[src/rtl/core/alm_pkg.sv]
// Shared types, constants and tables of the audio level meter.
// Used by every module under rtl/core and by the port checker.
`timescale 1ns / 1ps

package alm_pkg;

    localparam int LEVEL_W          = 17;
    localparam int COUNT_W          = 12;
    localparam int AGE_W            = 20;
    localparam int CFG_W            = 16;
    localparam int CFG_INDEX_W      = 8;
    localparam int DOTS_W           = 4;
    localparam int DOT_COUNT        = 13;
    // Smoothing ROM depth; a power of two from 16 to 256.
    localparam int SMOOTH_ROM_DEPTH = 64;
    localparam int SMOOTH_IDX_W     = $clog2(SMOOTH_ROM_DEPTH);

    localparam int IN_DATA_W  = 48;
    localparam int OUT_DATA_W = 56;

    localparam logic [LEVEL_W-1:0] FULL_SCALE = LEVEL_W'(65536);
    localparam logic [AGE_W-1:0]   AGE_MAX    = '1;

    localparam logic [CFG_W-1:0] DECAY_RATE_RESET    = CFG_W'(66);
    localparam logic [CFG_W-1:0] HOLD_DURATION_RESET = CFG_W'(2000);

    localparam logic [CFG_INDEX_W-1:0] REG_DECAY_RATE    = CFG_INDEX_W'(0);
    localparam logic [CFG_INDEX_W-1:0] REG_HOLD_DURATION = CFG_INDEX_W'(1);

    typedef enum logic [1:0] {
        KIND_LEVEL  = 2'd0,
        KIND_TICK   = 2'd1,
        KIND_REDRAW = 2'd2,
        KIND_CLEAR  = 2'd3
    } kind_t;

    // One event after the input register; count already turned into a factor.
    typedef struct packed {
        kind_t              kind;
        logic [LEVEL_W-1:0] rms;
        logic [LEVEL_W-1:0] peak;
        logic [LEVEL_W-1:0] smooth;
    } item_t;

    typedef struct packed {
        logic [LEVEL_W-1:0] rms_level;
        logic [LEVEL_W-1:0] decayed_peak;
        logic [LEVEL_W-1:0] hold_level;
        logic [DOTS_W-1:0]  lit_dots;
    } result_t;

    // round(0.9^k * 65536)
    function automatic logic [LEVEL_W-1:0] pow_whole(input logic [3:0] k);
        logic [LEVEL_W-1:0] v;
        case (k)
            4'd0:    v = LEVEL_W'(65536);
            4'd1:    v = LEVEL_W'(58982);
            4'd2:    v = LEVEL_W'(53084);
            4'd3:    v = LEVEL_W'(47776);
            4'd4:    v = LEVEL_W'(42998);
            4'd5:    v = LEVEL_W'(38698);
            4'd6:    v = LEVEL_W'(34829);
            4'd7:    v = LEVEL_W'(31346);
            4'd8:    v = LEVEL_W'(28211);
            4'd9:    v = LEVEL_W'(25390);
            4'd10:   v = LEVEL_W'(22851);
            4'd11:   v = LEVEL_W'(20566);
            4'd12:   v = LEVEL_W'(18509);
            4'd13:   v = LEVEL_W'(16658);
            4'd14:   v = LEVEL_W'(14993);
            default: v = LEVEL_W'(13493);
        endcase
        return v;
    endfunction

    // round(0.9^(k/16) * 65536)
    function automatic logic [LEVEL_W-1:0] pow_frac(input logic [3:0] k);
        logic [LEVEL_W-1:0] v;
        case (k)
            4'd0:    v = LEVEL_W'(65536);
            4'd1:    v = LEVEL_W'(65106);
            4'd2:    v = LEVEL_W'(64679);
            4'd3:    v = LEVEL_W'(64254);
            4'd4:    v = LEVEL_W'(63832);
            4'd5:    v = LEVEL_W'(63413);
            4'd6:    v = LEVEL_W'(62997);
            4'd7:    v = LEVEL_W'(62584);
            4'd8:    v = LEVEL_W'(62173);
            4'd9:    v = LEVEL_W'(61765);
            4'd10:   v = LEVEL_W'(61359);
            4'd11:   v = LEVEL_W'(60957);
            4'd12:   v = LEVEL_W'(60557);
            4'd13:   v = LEVEL_W'(60159);
            4'd14:   v = LEVEL_W'(59764);
            default: v = LEVEL_W'(59372);
        endcase
        return v;
    endfunction

endpackage

[src/rtl/core/alm_in_stage.sv]
// Input register of the level meter: saturates levels and looks up the smoothing factor.
// Depends on alm_pkg.
`timescale 1ns / 1ps

module alm_in_stage
(
    input  logic                            clk,
    input  logic                            rst_n,
    input  logic                            s_tvalid,
    output logic                            s_tready,
    input  logic [alm_pkg::IN_DATA_W-1:0]   s_tdata,
    input  logic [1:0]                      s_tuser,
    output logic                            item_valid,
    output alm_pkg::item_t                  item,
    input  logic                            item_take
);

    logic                             valid_reg;
    alm_pkg::item_t                   item_reg;
    alm_pkg::item_t                   item_next;
    logic [alm_pkg::LEVEL_W-1:0]      rms_raw;
    logic [alm_pkg::LEVEL_W-1:0]      peak_raw;
    logic [alm_pkg::COUNT_W-1:0]      count;
    logic [alm_pkg::SMOOTH_IDX_W-1:0] rom_idx;
    logic [7:0]                       expo;
    logic [2*alm_pkg::LEVEL_W-1:0]    smooth_prod;

    assign rms_raw  = s_tdata[alm_pkg::LEVEL_W-1:0];
    assign peak_raw = s_tdata[2*alm_pkg::LEVEL_W-1:alm_pkg::LEVEL_W];
    assign count    = s_tdata[2*alm_pkg::LEVEL_W+alm_pkg::COUNT_W-1:2*alm_pkg::LEVEL_W];

    // Exponent in sixteenths of a power of 0.9, one ROM row per group of samples.
    assign rom_idx = count[alm_pkg::COUNT_W-1:alm_pkg::COUNT_W-alm_pkg::SMOOTH_IDX_W];
    assign expo    = 8'({rom_idx, {(8 - alm_pkg::SMOOTH_IDX_W){1'b0}}});

    assign smooth_prod = alm_pkg::pow_whole(expo[7:4]) * alm_pkg::pow_frac(expo[3:0]);

    always_comb
    begin
        item_next.kind   = alm_pkg::kind_t'(s_tuser);
        item_next.rms    = (rms_raw > alm_pkg::FULL_SCALE) ? alm_pkg::FULL_SCALE : rms_raw;
        item_next.peak   = (peak_raw > alm_pkg::FULL_SCALE) ? alm_pkg::FULL_SCALE : peak_raw;
        item_next.smooth = alm_pkg::LEVEL_W'((smooth_prod + (2*alm_pkg::LEVEL_W)'(32768)) >> 16);
    end

    assign s_tready   = !valid_reg || item_take;
    assign item_valid = valid_reg;
    assign item       = item_reg;

    always_ff @(posedge clk or negedge rst_n)
    begin
        if (!rst_n)
        begin
            valid_reg <= 1'b0;
        end
        else if (s_tvalid && s_tready)
        begin
            valid_reg <= 1'b1;
        end
        else if (item_take)
        begin
            valid_reg <= 1'b0;
        end
    end

    always_ff @(posedge clk)
    begin
        if (s_tvalid && s_tready)
        begin
            item_reg <= item_next;
        end
    end

endmodule

[src/rtl/core/alm_core.sv]
// Meter state, configuration registers and the per-event update.
// Depends on alm_pkg; one shared multiplier serves smoothing and decay.
`timescale 1ns / 1ps

module alm_core
(
    input  logic                              clk,
    input  logic                              rst_n,
    input  logic                              cfg_valid,
    input  logic [alm_pkg::CFG_INDEX_W-1:0]   cfg_index,
    input  logic [alm_pkg::CFG_W-1:0]         cfg_data,
    input  logic                              item_valid,
    input  alm_pkg::item_t                    item,
    input  logic                              result_space,
    output logic                              item_take,
    output alm_pkg::result_t                  result
);

    localparam int PROD_W     = 39;
    localparam int DOT_PROD_W = alm_pkg::LEVEL_W + $clog2(alm_pkg::DOT_COUNT + 1) + 1;

    logic [alm_pkg::CFG_W-1:0]   decay_rate_reg;
    logic [alm_pkg::CFG_W-1:0]   hold_dur_reg;
    logic [alm_pkg::LEVEL_W-1:0] rms_reg;
    logic [alm_pkg::LEVEL_W-1:0] rms_next;
    logic [alm_pkg::LEVEL_W-1:0] peak_reg;
    logic [alm_pkg::LEVEL_W-1:0] peak_next;
    logic [alm_pkg::LEVEL_W-1:0] decayed_reg;
    logic [alm_pkg::LEVEL_W-1:0] decayed_next;
    logic [alm_pkg::LEVEL_W-1:0] hold_reg;
    logic [alm_pkg::LEVEL_W-1:0] hold_next;
    logic [alm_pkg::AGE_W-1:0]   peak_age_reg;
    logic [alm_pkg::AGE_W-1:0]   peak_age_next;
    logic [alm_pkg::AGE_W-1:0]   hold_age_reg;
    logic [alm_pkg::AGE_W-1:0]   hold_age_next;

    logic signed [alm_pkg::LEVEL_W:0] rms_diff;
    logic signed [20:0]               mul_a;
    logic signed [17:0]               mul_b;
    logic signed [PROD_W-1:0]         mul_p;
    logic signed [PROD_W-1:0]         level_acc;
    logic [PROD_W-17:0]               rms_rnd;
    logic [DOT_PROD_W-1:0]            dot_sum;

    assign item_take = item_valid && result_space;

    // A level report blends as new*65536 + (old - new)*s, which equals
    // old*s + new*(65536 - s) with a single product.
    assign rms_diff = $signed({1'b0, rms_reg}) - $signed({1'b0, item.rms});

    always_comb
    begin
        if (item.kind == alm_pkg::KIND_LEVEL)
        begin
            mul_a = {{(21 - alm_pkg::LEVEL_W - 1){rms_diff[alm_pkg::LEVEL_W]}}, rms_diff};
            mul_b = $signed({1'b0, item.smooth});
        end
        else
        begin
            mul_a = $signed({1'b0, peak_age_reg});
            mul_b = $signed({2'b00, decay_rate_reg});
        end
    end

    assign mul_p     = mul_a * mul_b;
    assign level_acc = $signed({6'b0, item.rms, 16'b0}) + mul_p + PROD_W'(32768);
    assign rms_rnd   = level_acc[PROD_W-1:16];

    always_comb
    begin
        rms_next      = rms_reg;
        peak_next     = peak_reg;
        decayed_next  = decayed_reg;
        hold_next     = hold_reg;
        peak_age_next = peak_age_reg;
        hold_age_next = hold_age_reg;
        case (item.kind)
            alm_pkg::KIND_LEVEL:
            begin
                rms_next = (rms_rnd > (PROD_W - 16)'(alm_pkg::FULL_SCALE))
                         ? alm_pkg::FULL_SCALE : alm_pkg::LEVEL_W'(rms_rnd);
                if (item.peak > decayed_reg)
                begin
                    peak_next     = item.peak;
                    decayed_next  = item.peak;
                    peak_age_next = '0;
                end
                if (item.peak > hold_reg)
                begin
                    hold_next     = item.peak;
                    hold_age_next = '0;
                end
            end
            alm_pkg::KIND_TICK:
            begin
                if (peak_age_reg != alm_pkg::AGE_MAX)
                begin
                    peak_age_next = peak_age_reg + 1'b1;
                end
                if (hold_age_reg != alm_pkg::AGE_MAX)
                begin
                    hold_age_next = hold_age_reg + 1'b1;
                end
            end
            alm_pkg::KIND_REDRAW:
            begin
                // The product is never negative here: both operands are zero-extended.
                if (mul_p < $signed({{(PROD_W - alm_pkg::LEVEL_W){1'b0}}, peak_reg}))
                begin
                    decayed_next = peak_reg - mul_p[alm_pkg::LEVEL_W-1:0];
                end
                else
                begin
                    decayed_next = '0;
                end
                if (hold_age_reg > {{(alm_pkg::AGE_W - alm_pkg::CFG_W){1'b0}}, hold_dur_reg})
                begin
                    hold_next = '0;
                end
            end
            default:
            begin
                rms_next  = '0;
                peak_next = '0;
            end
        endcase
    end

    assign dot_sum = DOT_PROD_W'(decayed_next) * DOT_PROD_W'(alm_pkg::DOT_COUNT)
                   + DOT_PROD_W'(65535);

    always_comb
    begin
        result.rms_level    = rms_next;
        result.decayed_peak = decayed_next;
        result.hold_level   = hold_next;
        result.lit_dots     = dot_sum[16 +: alm_pkg::DOTS_W];
    end

    always_ff @(posedge clk or negedge rst_n)
    begin
        if (!rst_n)
        begin
            decay_rate_reg <= alm_pkg::DECAY_RATE_RESET;
            hold_dur_reg   <= alm_pkg::HOLD_DURATION_RESET;
        end
        else if (cfg_valid)
        begin
            if (cfg_index == alm_pkg::REG_DECAY_RATE)
            begin
                decay_rate_reg <= cfg_data;
            end
            else if (cfg_index == alm_pkg::REG_HOLD_DURATION)
            begin
                hold_dur_reg <= cfg_data;
            end
        end
    end

    always_ff @(posedge clk or negedge rst_n)
    begin
        if (!rst_n)
        begin
            rms_reg      <= '0;
            peak_reg     <= '0;
            decayed_reg  <= '0;
            hold_reg     <= '0;
            peak_age_reg <= '0;
            hold_age_reg <= '0;
        end
        else if (item_take)
        begin
            rms_reg      <= rms_next;
            peak_reg     <= peak_next;
            decayed_reg  <= decayed_next;
            hold_reg     <= hold_next;
            peak_age_reg <= peak_age_next;
            hold_age_reg <= hold_age_next;
        end
    end

endmodule

[src/rtl/core/alm_out_stage.sv]
// Result register of the level meter and packing of the output beat.
// Depends on alm_pkg.
`timescale 1ns / 1ps

module alm_out_stage
(
    input  logic                             clk,
    input  logic                             rst_n,
    input  logic                             result_load,
    input  alm_pkg::result_t                 result,
    output logic                             result_space,
    output logic                             m_tvalid,
    input  logic                             m_tready,
    output logic [alm_pkg::OUT_DATA_W-1:0]   m_tdata
);

    localparam int PACK_W = $bits(alm_pkg::result_t);

    logic             valid_reg;
    alm_pkg::result_t result_reg;

    assign result_space = !valid_reg || m_tready;
    assign m_tvalid     = valid_reg;
    assign m_tdata      = {{(alm_pkg::OUT_DATA_W - PACK_W){1'b0}},
                           result_reg.lit_dots,
                           result_reg.hold_level,
                           result_reg.decayed_peak,
                           result_reg.rms_level};

    always_ff @(posedge clk or negedge rst_n)
    begin
        if (!rst_n)
        begin
            valid_reg <= 1'b0;
        end
        else if (result_load)
        begin
            valid_reg <= 1'b1;
        end
        else if (m_tready)
        begin
            valid_reg <= 1'b0;
        end
    end

    always_ff @(posedge clk)
    begin
        if (result_load)
        begin
            result_reg <= result;
        end
    end

endmodule

[src/rtl/core/audio_level_meter_peak_hold.sv]
// Top level of the audio level meter with peak decay and peak hold.
// Depends on alm_pkg, alm_in_stage, alm_core and alm_out_stage.
//
//   channel   direction  beat contents
//   s_*       in         tuser: kind; tdata: rms_in, peak_in, sample_count
//   m_*       out        tdata: rms_level, decayed_peak, hold_level, lit_dots
//   cfg_*     in         cfg_index selects the register, cfg_data is the value
//
// Every event gives one result beat on m_*, passing the input register and then the result register.
// A new event is taken in every cycle unless m_* stalls; the input register, the update logic
// with its shared multiplier and the result register form the path.
// A stall on m_* holds the result register and, once the input register is
// also full, s_tready drops. Reset clears all levels and ages and loads the
// default decay rate and hold time. Configuration writes are taken at once.
`timescale 1ns / 1ps

module audio_level_meter_peak_hold
(
    input  logic                              clk,
    input  logic                              rst_n,
    input  logic                              s_tvalid,
    output logic                              s_tready,
    // tdata bits from 0: rms_in[16:0], peak_in[33:17], sample_count[45:34], zeros
    input  logic [alm_pkg::IN_DATA_W-1:0]     s_tdata,
    // tuser: kind
    input  logic [1:0]                        s_tuser,
    output logic                              m_tvalid,
    input  logic                              m_tready,
    // tdata bits from 0: rms_level[16:0], decayed_peak[33:17], hold_level[50:34],
    // lit_dots[54:51], zeros
    output logic [alm_pkg::OUT_DATA_W-1:0]    m_tdata,
    input  logic                              cfg_valid,
    output logic                              cfg_ready,
    input  logic [alm_pkg::CFG_INDEX_W-1:0]   cfg_index,
    input  logic [alm_pkg::CFG_W-1:0]         cfg_data
);

    logic             item_valid;
    alm_pkg::item_t   item;
    logic             item_take;
    logic             result_space;
    alm_pkg::result_t result;

    assign cfg_ready = 1'b1;

    alm_in_stage u_in
    (
        .clk        (clk),
        .rst_n      (rst_n),
        .s_tvalid   (s_tvalid),
        .s_tready   (s_tready),
        .s_tdata    (s_tdata),
        .s_tuser    (s_tuser),
        .item_valid (item_valid),
        .item       (item),
        .item_take  (item_take)
    );

    alm_core u_core
    (
        .clk          (clk),
        .rst_n        (rst_n),
        .cfg_valid    (cfg_valid),
        .cfg_index    (cfg_index),
        .cfg_data     (cfg_data),
        .item_valid   (item_valid),
        .item         (item),
        .result_space (result_space),
        .item_take    (item_take),
        .result       (result)
    );

    alm_out_stage u_out
    (
        .clk          (clk),
        .rst_n        (rst_n),
        .result_load  (item_take),
        .result       (result),
        .result_space (result_space),
        .m_tvalid     (m_tvalid),
        .m_tready     (m_tready),
        .m_tdata      (m_tdata)
    );

endmodule

[config.mk]
export PLATFORM = sky130hd
export DESIGN_NAME = audio_level_meter_peak_hold
export DESIGN_NICKNAME = d
export VERILOG_FILES = /design/src/rtl/core/alm_pkg.sv /design/src/rtl/core/alm_in_stage.sv /design/src/rtl/core/alm_core.sv /design/src/rtl/core/alm_out_stage.sv /design/src/rtl/core/audio_level_meter_peak_hold.sv
export SDC_FILE = /design/constraint.sdc
export NUM_CORES = 2
export LEC_CHECK = 0
export BUFFER_PORTS_ARGS = -buffer_cell sky130_fd_sc_hd__buf_2
export CAP_MARGIN = 20
export CORE_MARGIN = 4
export CORE_UTILIZATION = 50
export DETAILED_ROUTE_END_ITERATION = 10
export GPL_TIMING_DRIVEN = 0
export MAX_ROUTING_LAYER = met4
export PLACE_DENSITY = 0.7
export SLEW_MARGIN = 0
export SYNTH_ARGS = -nofsm -noshare
export SYNTH_HDL_FRONTEND = slang
export SYNTH_SLANG_ARGS = --single-unit
export TNS_END_PERCENT = 20
[constraint.sdc]
create_clock -name clk -period 32.5 [get_ports clk]
set_input_delay 0 -clock clk [delete_from_list [all_inputs] [get_ports clk]]
set_output_delay 0 -clock clk [all_outputs]
set_load 0.005 [all_outputs]
==> results.py <==
metrics = {
    "cts": {
        "cts_buffer_depth": 3,
        "cts_resized": 0,
        "clock-sinks": 250,
        "ctsHtreeMaxLevel": 1,
        "clockRootBuffer": "clkbuf_16",
        "cts_tree": "built",
        "insertion_delay_ns": 0.58,
        "clkTransAtPathRegs_ns": 0.07,
        "cts_made_buffers": 27,
        "post_cts_buffers": 0,
        "hold_buffers": 78,
    },
    "floorplan": {
        "core_area_sq_um": 77600,
        "die_area_sq_um": 82900,
        "io_pins": 138,
        "rows": 102,
        "start_util": 0.505,
        "dieHeight_um": 288,
        "die_x_um": 288,
    },
    "critical_path": {
        "r2r-end": "u_out.m_tdata[54]",
        "start_kind": "flip-flop",
        "worst_ep_required_time_ns": 32.81,
        "critical-path-max-stage-delay_ns": 0.95,
        "rr_startpoint": "u_in.item[52]",
        "crit_type": "reg -> reg",
        "r2r_setup_slack_ns": 16.97,
        "path_max_fanout": 10,
        "cp_common_cell": "ha_1",
        "crit_arrival_ns": 15.83,
        "rr_worst_depth": 50,
        "critPathSlowestCell": "a222oi_1",
        "end_kind": "flip-flop",
    },
    "logic_synthesis": {
        "synthTopCellsByArea": "fa_1, ha_1, dfrtp_1, inv_1, edfxtp_1",
        "yosysUniqueCellTypes": 96,
        "synth-seq-cells": 250,
        "syn_avg_cell_area_sq_um": 9.03,
        "synth_top_area_cell": "fa_1",
        "ys_async_sr_fraction": 0.568,
        "synth_warnings": 0,
        "yosysTopAreaCellShare": 0.283,
        "synth_compound_area_frac": 0.125,
        "synth_top_family_by_area": "adder cells",
        "netlist_instances": 4340,
        "netlist_area_sq_um": 39200,
        "syn-num-nets": 5379,
        "ys.flop_type": "dfrtp_1",
        "synth_xor_area_frac": 0.0246,
        "synthMuxAreaShare": 0.0234,
        "synth_edf_count": 108,
        "synth_seq_area_share": 0.174,
        "synth_fa_ha_area_frac": 0.414,
        "yosys.area_share.simple": 0.140,
    },
    "hold_path": {
        "hp-start": "cfg_index[1]",
        "holdPathEnd": "u_core.hold_dur_reg[15]",
        "hp-class": "in -> reg",
        "hold_path_depth": 4,
    },
    "route": {
        "wl_mm": 119,
        "ant_nets": 0,
        "drt-initial-drc-count": 3312,
        "vias": 32200,
        "drcViolationCount": 0,
        "viasPerCell": 5.70,
        "drtPass1Iterations": 6,
        "drt-wirelength-per-cell_um": 21.2,
    },
    "global_route": {
        "grt_first_pass_wirelength_mm": 186,
        "grt_pass1_vias": 32100,
        "grt_max_degree": 95,
        "antenna_found_initial": 7,
        "grt_usage": 0.297,
        "overflow": 0,
    },
    "timing": {
        "holdWs_ns": 0.0664,
        "fin_skew_ns": 0.0208,
        "post-route-min-period_ns": 15.53,
        "tightest_slew_ns": 1.19,
        "fin_tns_setup_ns": 0,
        "final.period_utilization": 0.478,
        "finalHoldViolations": 0,
        "setup_ws_ns": 16.97,
        "maxSlewViolCount": 0,
        "setup_viol": 0,
        "rsz0062_at_grt": "false",
        "clock.fmax_ghz": 0.0644,
        "slew_headroom": 0.204,
    },
    "cells_and_area": {
        "drive_gt1_frac": 0.0634,
        "syn_to_final_growth_pct": 9.63,
        "regArea_sq_um": 6810,
        "final_nets": 5621,
        "nFillCells": 7155,
        "final_common_cell": "inv_1",
        "multiInputGateArea_sq_um": 28500,
        "mostFrequentLayoutCells": "inv_1, fa_1, nand2_1, ha_1, nor2_1",
        "largest_register_ffs": 55,
    },
    "job": {
        "drv_cap": 0,
    },
    "placement": {
        "pre_cts_ws_ns": 17.28,
        "hpwl_mm": 98.8,
        "gp_congestion": 1.03,
        "port_buffers": 126,
    },
    "status": {
        "status": "finished, final reports clean",
    },
}
-- stage by stage --
stage	util	std cells	area, sq um
finish	0.553	5645	42900
global route	0.553	5645	42900
CTS	0.553	5638	42900
detailed placement	0.531	5510	41200
global placement	0.530	5506	41100
floorplan	-	4340	39200
-- layer usage --
metal,vias to the layer above,share of wire,track usage
met5,-,0,-
met4,0,0.026,0.0634
met3,193,0.11,0.0706
met2,1468,0.43,0.443
met1,15900,0.43,0.417
li1,14600,-,-
-- synthesized netlist by cell type (11+ instances only) --
| cell type | count |
|---|---|
| a22oi_1 | 23 |
| and3_1 | 35 |
| a32o_1 | 22 |
| or2_2 | 11 |
| xor2_1 | 31 |
| nand2b_1 | 35 |
| o21ai_1 | 19 |
| and4_1 | 12 |
| and2_1 | 70 |
| nor3_1 | 38 |
| edfxtp_1 | 108 |
| a211oi_1 | 19 |
| ha_1 | 407 |
| or3_1 | 22 |
| nor2b_1 | 64 |
| nand4_1 | 31 |
| nand2_1 | 444 |
| inv_1 | 881 |
| buf_1 | 15 |
| a21oi_1 | 129 |
| mux2_2 | 43 |
| nand3_1 | 66 |
| fa_1 | 553 |
| nor2_1 | 299 |
| a31oi_1 | 11 |
| nor4_1 | 26 |
| o21ai_0 | 208 |
| a21o_1 | 65 |
| mux2i_1 | 42 |
| o31ai_1 | 26 |
| o211ai_1 | 17 |
| clkbuf_1 | 110 |
| o21a_1 | 35 |
| dfrtp_1 | 134 |
| xnor2_1 | 79 |
-- cell families (layout without fill, tap and decap cells) --
family / Yosys count / after routing
fa+ha+maj: 966 / 966
xor+xnor: 110 / 110
other cells: 2 / 4
flops: 250 / 250
simple gates: 1180 / 1180
mux: 86 / 86
compound gates: 725 / 725
buf+inv: 1021 / 1284
-- cell type report --
class	instances	share of cell area
inverters	883	0.0772
clock inverters	19	0.00516
repair buffers	213	0.0356
multi-input cells	3069	0.664
clock buffers	31	0.0163
well taps	1040	0.0303
flip-flops and latches	250	0.159
plain buffers	138	0.0131
diodes	2	0.000117
-- critical path, delay by kind of cell, from the launching register on --
kind	cells	cell delay [ns]
buf+inv	11	4.07
xor+xnor	3	0.43
fa+ha+maj	12	4.79
compound gates	17	4.43
flops	1	0.43
simple gates	7	1.09
-- worst max-delay path by stage --
stage,start,end,slack (ns),depth (start not counted)
3_3_place_gp,u_in.item[51],u_out.m_tdata[54],17.21,46
6_report,u_in.item[52],u_out.m_tdata[54],16.97,50
2_1_floorplan,u_in.item[34],u_out.m_tdata[54],20.39,51
4_1_cts,u_in.item[34],u_out.m_tdata[54],17.21,52
5_1_grt,u_in.item[51],u_out.m_tdata[54],16.21,46
3_5_place_dp,u_in.item[34],u_out.m_tdata[54],17.28,52
Power is left out: the tool's default activity adds up to more than one toggle a clock period on the data nets, which glitch-free logic cannot reach.
